`config.mk`:
```
export PLATFORM = sky130hd
export DESIGN_NAME = phs_fifo
export DESIGN_NICKNAME = d
export VERILOG_FILES = /design/src/rtl/polynomial_string_hash_top_assert.svh /design/src/rtl/phs_pkg.sv /design/src/rtl/phs_fifo.sv
export SDC_FILE = /design/constraint.sdc
export NUM_CORES = 1
export LEC_CHECK = 0
export BUFFER_PORTS_ARGS = -buffer_cell sky130_fd_sc_hd__buf_4
export CELL_PAD_IN_SITES_DETAIL_PLACEMENT = 1
export CELL_PAD_IN_SITES_GLOBAL_PLACEMENT = 1
export CORE_UTILIZATION = 40
export DETAILED_ROUTE_END_ITERATION = 7
export PLACE_DENSITY_LB_ADDON = 0.1
export SLEW_MARGIN = 10
export SYNTH_ARGS = -nofsm -noshare
export SYNTH_HDL_FRONTEND = slang
export SYNTH_SLANG_ARGS = --single-unit
```
`constraint.sdc`:
```
create_clock -name clk -period 2 [get_ports clk]
set_input_delay 0.1 -clock clk [delete_from_list [all_inputs] [get_ports clk]]
set_output_delay 0.1 -clock clk [all_outputs]
set_load 0.005 [all_outputs]
```
`src/rtl/polynomial_string_hash_top_assert.svh`:
```
// Assertion macros for the polynomial string hash block.
// Used by the top level; expects clk and rst_n in the including scope.
`ifndef POLYNOMIAL_STRING_HASH_TOP_ASSERT_SVH
`define POLYNOMIAL_STRING_HASH_TOP_ASSERT_SVH

// Same-cycle implication, disabled while reset is held.
`define PHS_ASSERT_NOW(lbl, ante, cons, msg) \
  lbl: assert property (@(posedge clk) disable iff (!rst_n) (ante) |-> (cons)) \
    else $error(msg);

// Next-cycle implication, disabled while reset is held.
`define PHS_ASSERT_NEXT(lbl, ante, cons, msg) \
  lbl: assert property (@(posedge clk) disable iff (!rst_n) (ante) |=> (cons)) \
    else $error(msg);

`endif

```
`src/rtl/phs_pkg.sv`:
```
// Shared types and constants for the polynomial string hash block.
// No dependencies; imported by every module of the block.
`timescale 1ns / 1ps

package phs_pkg;

  localparam int HASH_W = 64;
  localparam int HALF_W = HASH_W / 2;
  localparam int CHAR_W = 8;

  // Queue between front and back; depth must be a power of two.
  localparam int QDEPTH = 2;
  localparam int QAW    = $clog2(QDEPTH);

  // Configuration address: registers are 64 bits wide, at 8-byte spacing.
  localparam int CFG_AW = 4;
  localparam logic REG_BASE    = 1'b0;
  localparam logic REG_MODULUS = 1'b1;

  localparam logic [HASH_W-1:0] BASE_RESET = 64'd31;
  localparam logic [HASH_W-1:0] MOD_RESET  = 64'd1;

  typedef struct packed {
    logic [CHAR_W-1:0] char_code;
    logic              last_char;
  } phs_item_t;

  typedef struct packed {
    logic              start;
    logic [HASH_W-1:0] dividend;
    logic [HASH_W-1:0] divisor;
  } phs_div_req_t;

  typedef struct packed {
    logic              busy;
    logic              done;
    logic [HASH_W-1:0] rem;
  } phs_div_rsp_t;

  typedef struct packed {
    logic div_busy;
    logic res_pending;
  } phs_stat_t;

endpackage

```
`src/rtl/phs_fifo.sv`:
```
// Front part: a short queue of incoming characters in front of the accumulator.
// Depends on phs_pkg.
`timescale 1ns / 1ps

module phs_fifo import phs_pkg::*; (
  input  logic      clk,
  input  logic      rst_n,
  input  logic      push,
  input  phs_item_t push_item,
  output logic      can_push,
  input  logic      pop,
  output logic      head_valid,
  output phs_item_t head_item
);

  phs_item_t        mem_r [QDEPTH];
  logic [QAW-1:0]   wr_ptr_r;
  logic [QAW-1:0]   rd_ptr_r;
  logic [QAW:0]     cnt_r;
  logic             do_push;
  logic             do_pop;

  assign can_push   = (cnt_r != (QAW+1)'(QDEPTH));
  assign head_valid = (cnt_r != '0);
  assign head_item  = mem_r[rd_ptr_r];
  assign do_push    = push && can_push;
  assign do_pop     = pop && head_valid;

  always_ff @(posedge clk) begin
    if (do_push) begin
      mem_r[wr_ptr_r] <= push_item;
    end
  end

  always_ff @(posedge clk) begin
    if (!rst_n) begin
      wr_ptr_r <= '0;
      rd_ptr_r <= '0;
      cnt_r    <= '0;
    end else begin
      if (do_push) begin
        wr_ptr_r <= wr_ptr_r + 1'b1;
      end
      if (do_pop) begin
        rd_ptr_r <= rd_ptr_r + 1'b1;
      end
      if (do_push && !do_pop) begin
        cnt_r <= cnt_r + 1'b1;
      end else if (do_pop && !do_push) begin
        cnt_r <= cnt_r - 1'b1;
      end
    end
  end

endmodule

```
# == Word level (Yosys, flattened, before mapping) ==
# Memories as Yosys holds them, arrays and structs flattened. A register that Yosys moved wholly into a read port is not among the register bits.
# Cells that the tools add are included.
# Widths: inputs -> output; s select.
# word_totals
ff_bits,4
latchBits,0
ram_bits,18
rom_bits,0
input_bits,13
output_inout_bits,11
elab_cells,23
mem_count,1
# mem_list
name,words,word_bits,rd,rd_clocked_by_memory_dff,wr,line_no,source
mem_r,2,9,1,1,1,phs_fifo.sv:16,phs_item_t mem_r [QDEPTH];
# op_classes
n_addsub,4
multipliers,0
n_div,0
magnitude_cmp,0
n_eq_ne,1
n_shift,0
muxes,6
n_bitwise,0
n_reduce_logical,8
# op_table
op,n
$logic_and 1x1->1,4
$mux 1,4
$mux 2,2
$reduce_bool 2->1,2
$add 1x1->1 const B,2
$add 2x1->2 const B,1
$logic_not 1->1,2
$ne 2x2->1 const B,1
$sub 2x1->2 const B,1

# == Logic depth before layout (Yosys ltp) ==
# logic_depth
ltp_word,6
depth_mapped,6
depth_no_buf,6

# == Least setup slack after synthesis ==
# OpenSTA, ideal clock, no wires.
# synth_timing
path_kind,reg2reg
startpoint,register cnt_r[0]
endpoint,register cnt_r[1]
setup_time_ns,0.070
arrival_ns,1.416
t_required_ns,1.930
setup_slack_ns,0.514
path_stages_with_launch,6
n_path_buf,0
period_less_slack_ns,1.486
cell_sequence,dfxtp_1 nand2b_4 and2_1 ha_1 or3_1 a21boi_1
# synth_via
elab_chain_cells,5
elab_cells_between_ends,13
classes_between,add/sub: 2; eq/ne: 1; mux: 2; reduce/logical: 8
# synth_rtl
element,line_no,source
"start, declared",phs_fifo.sv:19,logic [QAW:0] cnt_r;
"start signal, assigned",phs_fifo.sv:48,cnt_r <= cnt_r + 1'b1;
"start signal, assigned",phs_fifo.sv:50,cnt_r <= cnt_r - 1'b1;
$ne 2x2->1 (*),phs_fifo.sv:23,assign can_push = (cnt_r != (QAW+1)'(QDEPTH));
named net can_push,phs_fifo.sv:10,"output logic can_push,"
$logic_and 1x1->1 (*),phs_fifo.sv:26,assign do_push = push && can_push;
named net do_push,phs_fifo.sv:20,logic do_push;
$logic_not 1->1,phs_fifo.sv:49,end else if (do_pop && !do_push) begin
$logic_and 1x1->1,phs_fifo.sv:49,
$reduce_bool 2->1 (no line),-,
# The timed path passes the listed nets; every way through them passes the cells marked *. The select of a mux whose other input is x is not followed.
# A chain may end at the register's enable or synchronous reset.

# == Final worst setup path ==
# layout_timing
startpoint,register cnt_r[1]
endpoint,register cnt_r[1]
# layout_via
elab_chain_cells,5
elab_cells_between_ends,13
classes_between,add/sub: 2; eq/ne: 1; mux: 2; reduce/logical: 8
# layout_rtl
element,line_no
$ne 2x2->1 (*),phs_fifo.sv:23
$logic_and 1x1->1 (*),phs_fifo.sv:26
named net do_push,phs_fifo.sv:20
$logic_not 1->1,phs_fifo.sv:49
$logic_and 1x1->1,phs_fifo.sv:49
$reduce_bool 2->1 (no line),-
# Marks and branches as above.

==> impl_metrics.json <==
{
  "p_leak_nw": 0.469,
  "cts_buffers": 3,
  "ctsRootBufferMaster": "clkbuf_4",
  "fmax_mhz": 628,
  "critical_path.max_stage_delay_ns": 0.45,
  "port_buffers": 23,
  "antenna_found_initial": 0,
  "post_drt_wl_per_cell_microns": 13.3,
  "finalSetupViolations": 0,
  "crit_chain": "nand2b_4 > and2_1 > ha_1 > or3_1 > a21boi_1",
  "dp_hpwl_microns": 1100,
  "syn_area_sq_um": 890,
  "ir_drop_mv": 0.548,
  "ant_nets": 0,
  "place.gp.congestion": 0.672,
  "synthTopCellsByArea": "edfxtp_1 61%, mux2_2 11%, dfxtp_1 11%, and2_1 2.8%, xnor2_1 2.0%",
  "cts-resized-gates": 0,
  "fillCellCount": 222,
  "yosysSeqAreaShare_pct": 72.0,
  "grt_pass1_wl_microns": 2760,
  "cp.required_ns": 2.24,
  "synthCells": 52,
  "period_share_pct": 79.6,
  "die_y_microns": 49.2,
  "synthArstFlopShare_pct": 0,
  "first_global_vias": 619,
  "finalMaxSlewViolations": 0,
  "pwr-share-clk_pct": 15.5,
  "synthFlopType": "edfxtp_1",
  "post_cts_buffers": 0,
  "rows": 16,
  "synth_seq_cells": 23,
  "vias": 547,
  "htreeDepth": 1,
  "synth_top_area_share_pct": 60.8,
  "core_area_sq_mm": 0.00202,
  "nNetsFinal": 102,
  "synth-edff-count": 18,
  "dieArea_sq_mm": 0.00242,
  "first_pass_iters": 2,
  "tns_ns": 0,
  "grt_usage_pct": 15.6,
  "grt_remaining_overflow": 0,
  "fin_cells": 114,
  "cts_sinks": 23,
  "synthTopCellsByCount": "18 x edfxtp_1, 9 x mux2_2, 5 x dfxtp_1, 4 x and2_1, 2 x xnor2_1",
  "fin_util_pct": 59.7,
  "hold_path_class": "in2reg",
  "cts_hold_buf": 9,
  "power_density_mw_per_mm2": 1070,
  "rsz0062_at_grt": "no",
  "p_sw_share_pct": 26.6,
  "synth_top_cell_by_area": "edfxtp_1",
  "clock_latency_ns": 0.29,
  "layout-drive-gt1-share_pct": 43.7,
  "cts_tree": "done",
  "viasPerCell": 4.80,
  "clkSlewWorstSetupHoldPaths_ns": 0.11,
  "drc": 0,
  "status": "finished, final reports clean",
  "criticalPathCategory": "reg2reg",
  "drt_wl_total_microns": 1520,
  "p_sw_w": 0.000343,
  "cp_data_arrival_time_ns": 1.83,
  "pwr-share-seq_pct": 52.1,
  "syn_nets": 66,
  "path_max_fanout": 5,
  "clock-skew-final_ns": 0.000852,
  "start_kind": "flop",
  "num_io_pins": 24,
  "register_area_sq_um": 641,
  "die_w_microns": 49.2,
  "diodes": 0,
  "fin_crit_ns": 1.59,
  "pwr-share-comb_pct": 32.4,
  "yosys.cell_types.count": 19,
  "hold_ws_ns": 0.0302,
  "cp-end-kind": "flop",
  "cts_max_path_buffers": 2,
  "avgSynthCellArea_sq_um": 17.1,
  "area_delta_synth_final_pct": 35.7,
  "drtIter0Drc": 3,
  "max-cap-violations": 0,
  "yosysWarnings": 0,
  "crit_slowest_cell": "dfxtp_1",
  "yosysMostFrequentCell": "edfxtp_1",
  "internal_power_w": 0.000949,
  "multi_input_area_sq_um": 240,
  "initial_core_util_pct": 44.0,
  "grt_max_degree": 13,
  "max-slew-margin-rel_pct": 71.0,
  "dp.cells": 101,
  "worst_pin_slew_ns": 0.435,
  "final-hold-violation-count": 0
}
power by group through the flow:
stage | logic (W) | clock network, W | registers (W)
2_1_floorplan | 0.000261 | 0 | 0.000647
3_3_place_gp | 0.000400 | 0 | 0.000678
3_5_place_dp | 0.000409 | 0 | 0.000685
4_1_cts | 0.000425 | 0.000211 | 0.000675
5_1_grt | 0.000460 | 0.000235 | 0.000689
6_report | 0.000419 | 0.000201 | 0.000672
layout make-up:
cell class	count	share of cell area [%]
sequential	23	53.1
timing repair buffer	32	21.8
multi-input combinational	27	19.9
tap	27	2.80
clock buffer	4	2.18
inverter	1	0.311
final timing paths:
kind / startpoint / slack [ns] / depth (start not counted) / endpoint
worst max-delay path: cnt_r[1] / 0.41 / 5 / cnt_r[1]
worst min-delay path: rst_n / 0.03 / 2 / cnt_r[0]
worst max register to register: cnt_r[1] / 0.41 / 5 / cnt_r[1]
worst min register to register: cnt_r[1] / 0.57 / 2 / cnt_r[1]
worst max-delay path, delay by kind of cell (launching register included):
| kind | cells | cell delay [ns] |
|---|---|---|
| and+or+nand+nor | 3 | 0.61 |
| adders and majority gates | 1 | 0.34 |
| DFF | 1 | 0.45 |
| AOI/OAI and AO/OA | 1 | 0.14 |
metal layers:
metal	routed length [microns]	vias up	global-route usage (%)
met5	0	-	0
met4	0	0	5.88
met3	54	0	2.80
met2	809	13	27.6
met1	655	271	18.7
li1	-	263	-
placed cells by master (no fill, tap or decap):
master         instances
clkbuf_4               3
xnor2_1                2
nand2b_4               1
or2_2                  1
edfxtp_1              18
a21boi_1               1
ha_1                   1
and3_1                 1
dlygate4sd3_1          9
xor2_1                 1
a21boi_0               1
dfxtp_1                5
inv_1                  1
buf_4                 23
or3_1                  1
nand3b_1               1
o21ai_1                1
o21ai_0                1
a21bo_2                1
clkbuf_1               1
mux2_2                 9
and2_1                 4
state kept, by name, summed over array words and instances, names as in the netlist, named ones only:
| name | cells |
|---|---|
| mem_r | 18 |
| cnt_r | 2 |
| rd_ptr_r | 1 |
| wr_ptr_r | 1 |
stage by stage:
step                total power (W)  setup slack, ns  instance area [sq um]
finish                      0.00129            0.407                   1210
global route                0.00138            0.266                   1210
CTS                         0.00131            0.398                   1210
detailed placement          0.00109            0.415                   1090
global placement            0.00108            0.483                   1090
floorplan                  0.000908            0.514                    890
cells by family (layout without fill, tap and decap cells):
| logic type | Yosys count | in the layout | share of synthesized area, % |
|---|---|---|---|
| flip-flops | 23 | 23 | 72.0 |
| multiplexers | 9 | 9 | 11.4 |
| AND/OR/NAND/NOR | 9 | 9 | 7.31 |
| AO/OA/AOI/OAI | 5 | 5 | 3.94 |
| XOR/XNOR | 3 | 3 | 2.95 |
| buffers and inverters | 2 | 37 | 0.984 |
| adder cells (fa/ha/maj) | 1 | 1 | 1.41 |
Power figures use the tool's default switching activity.
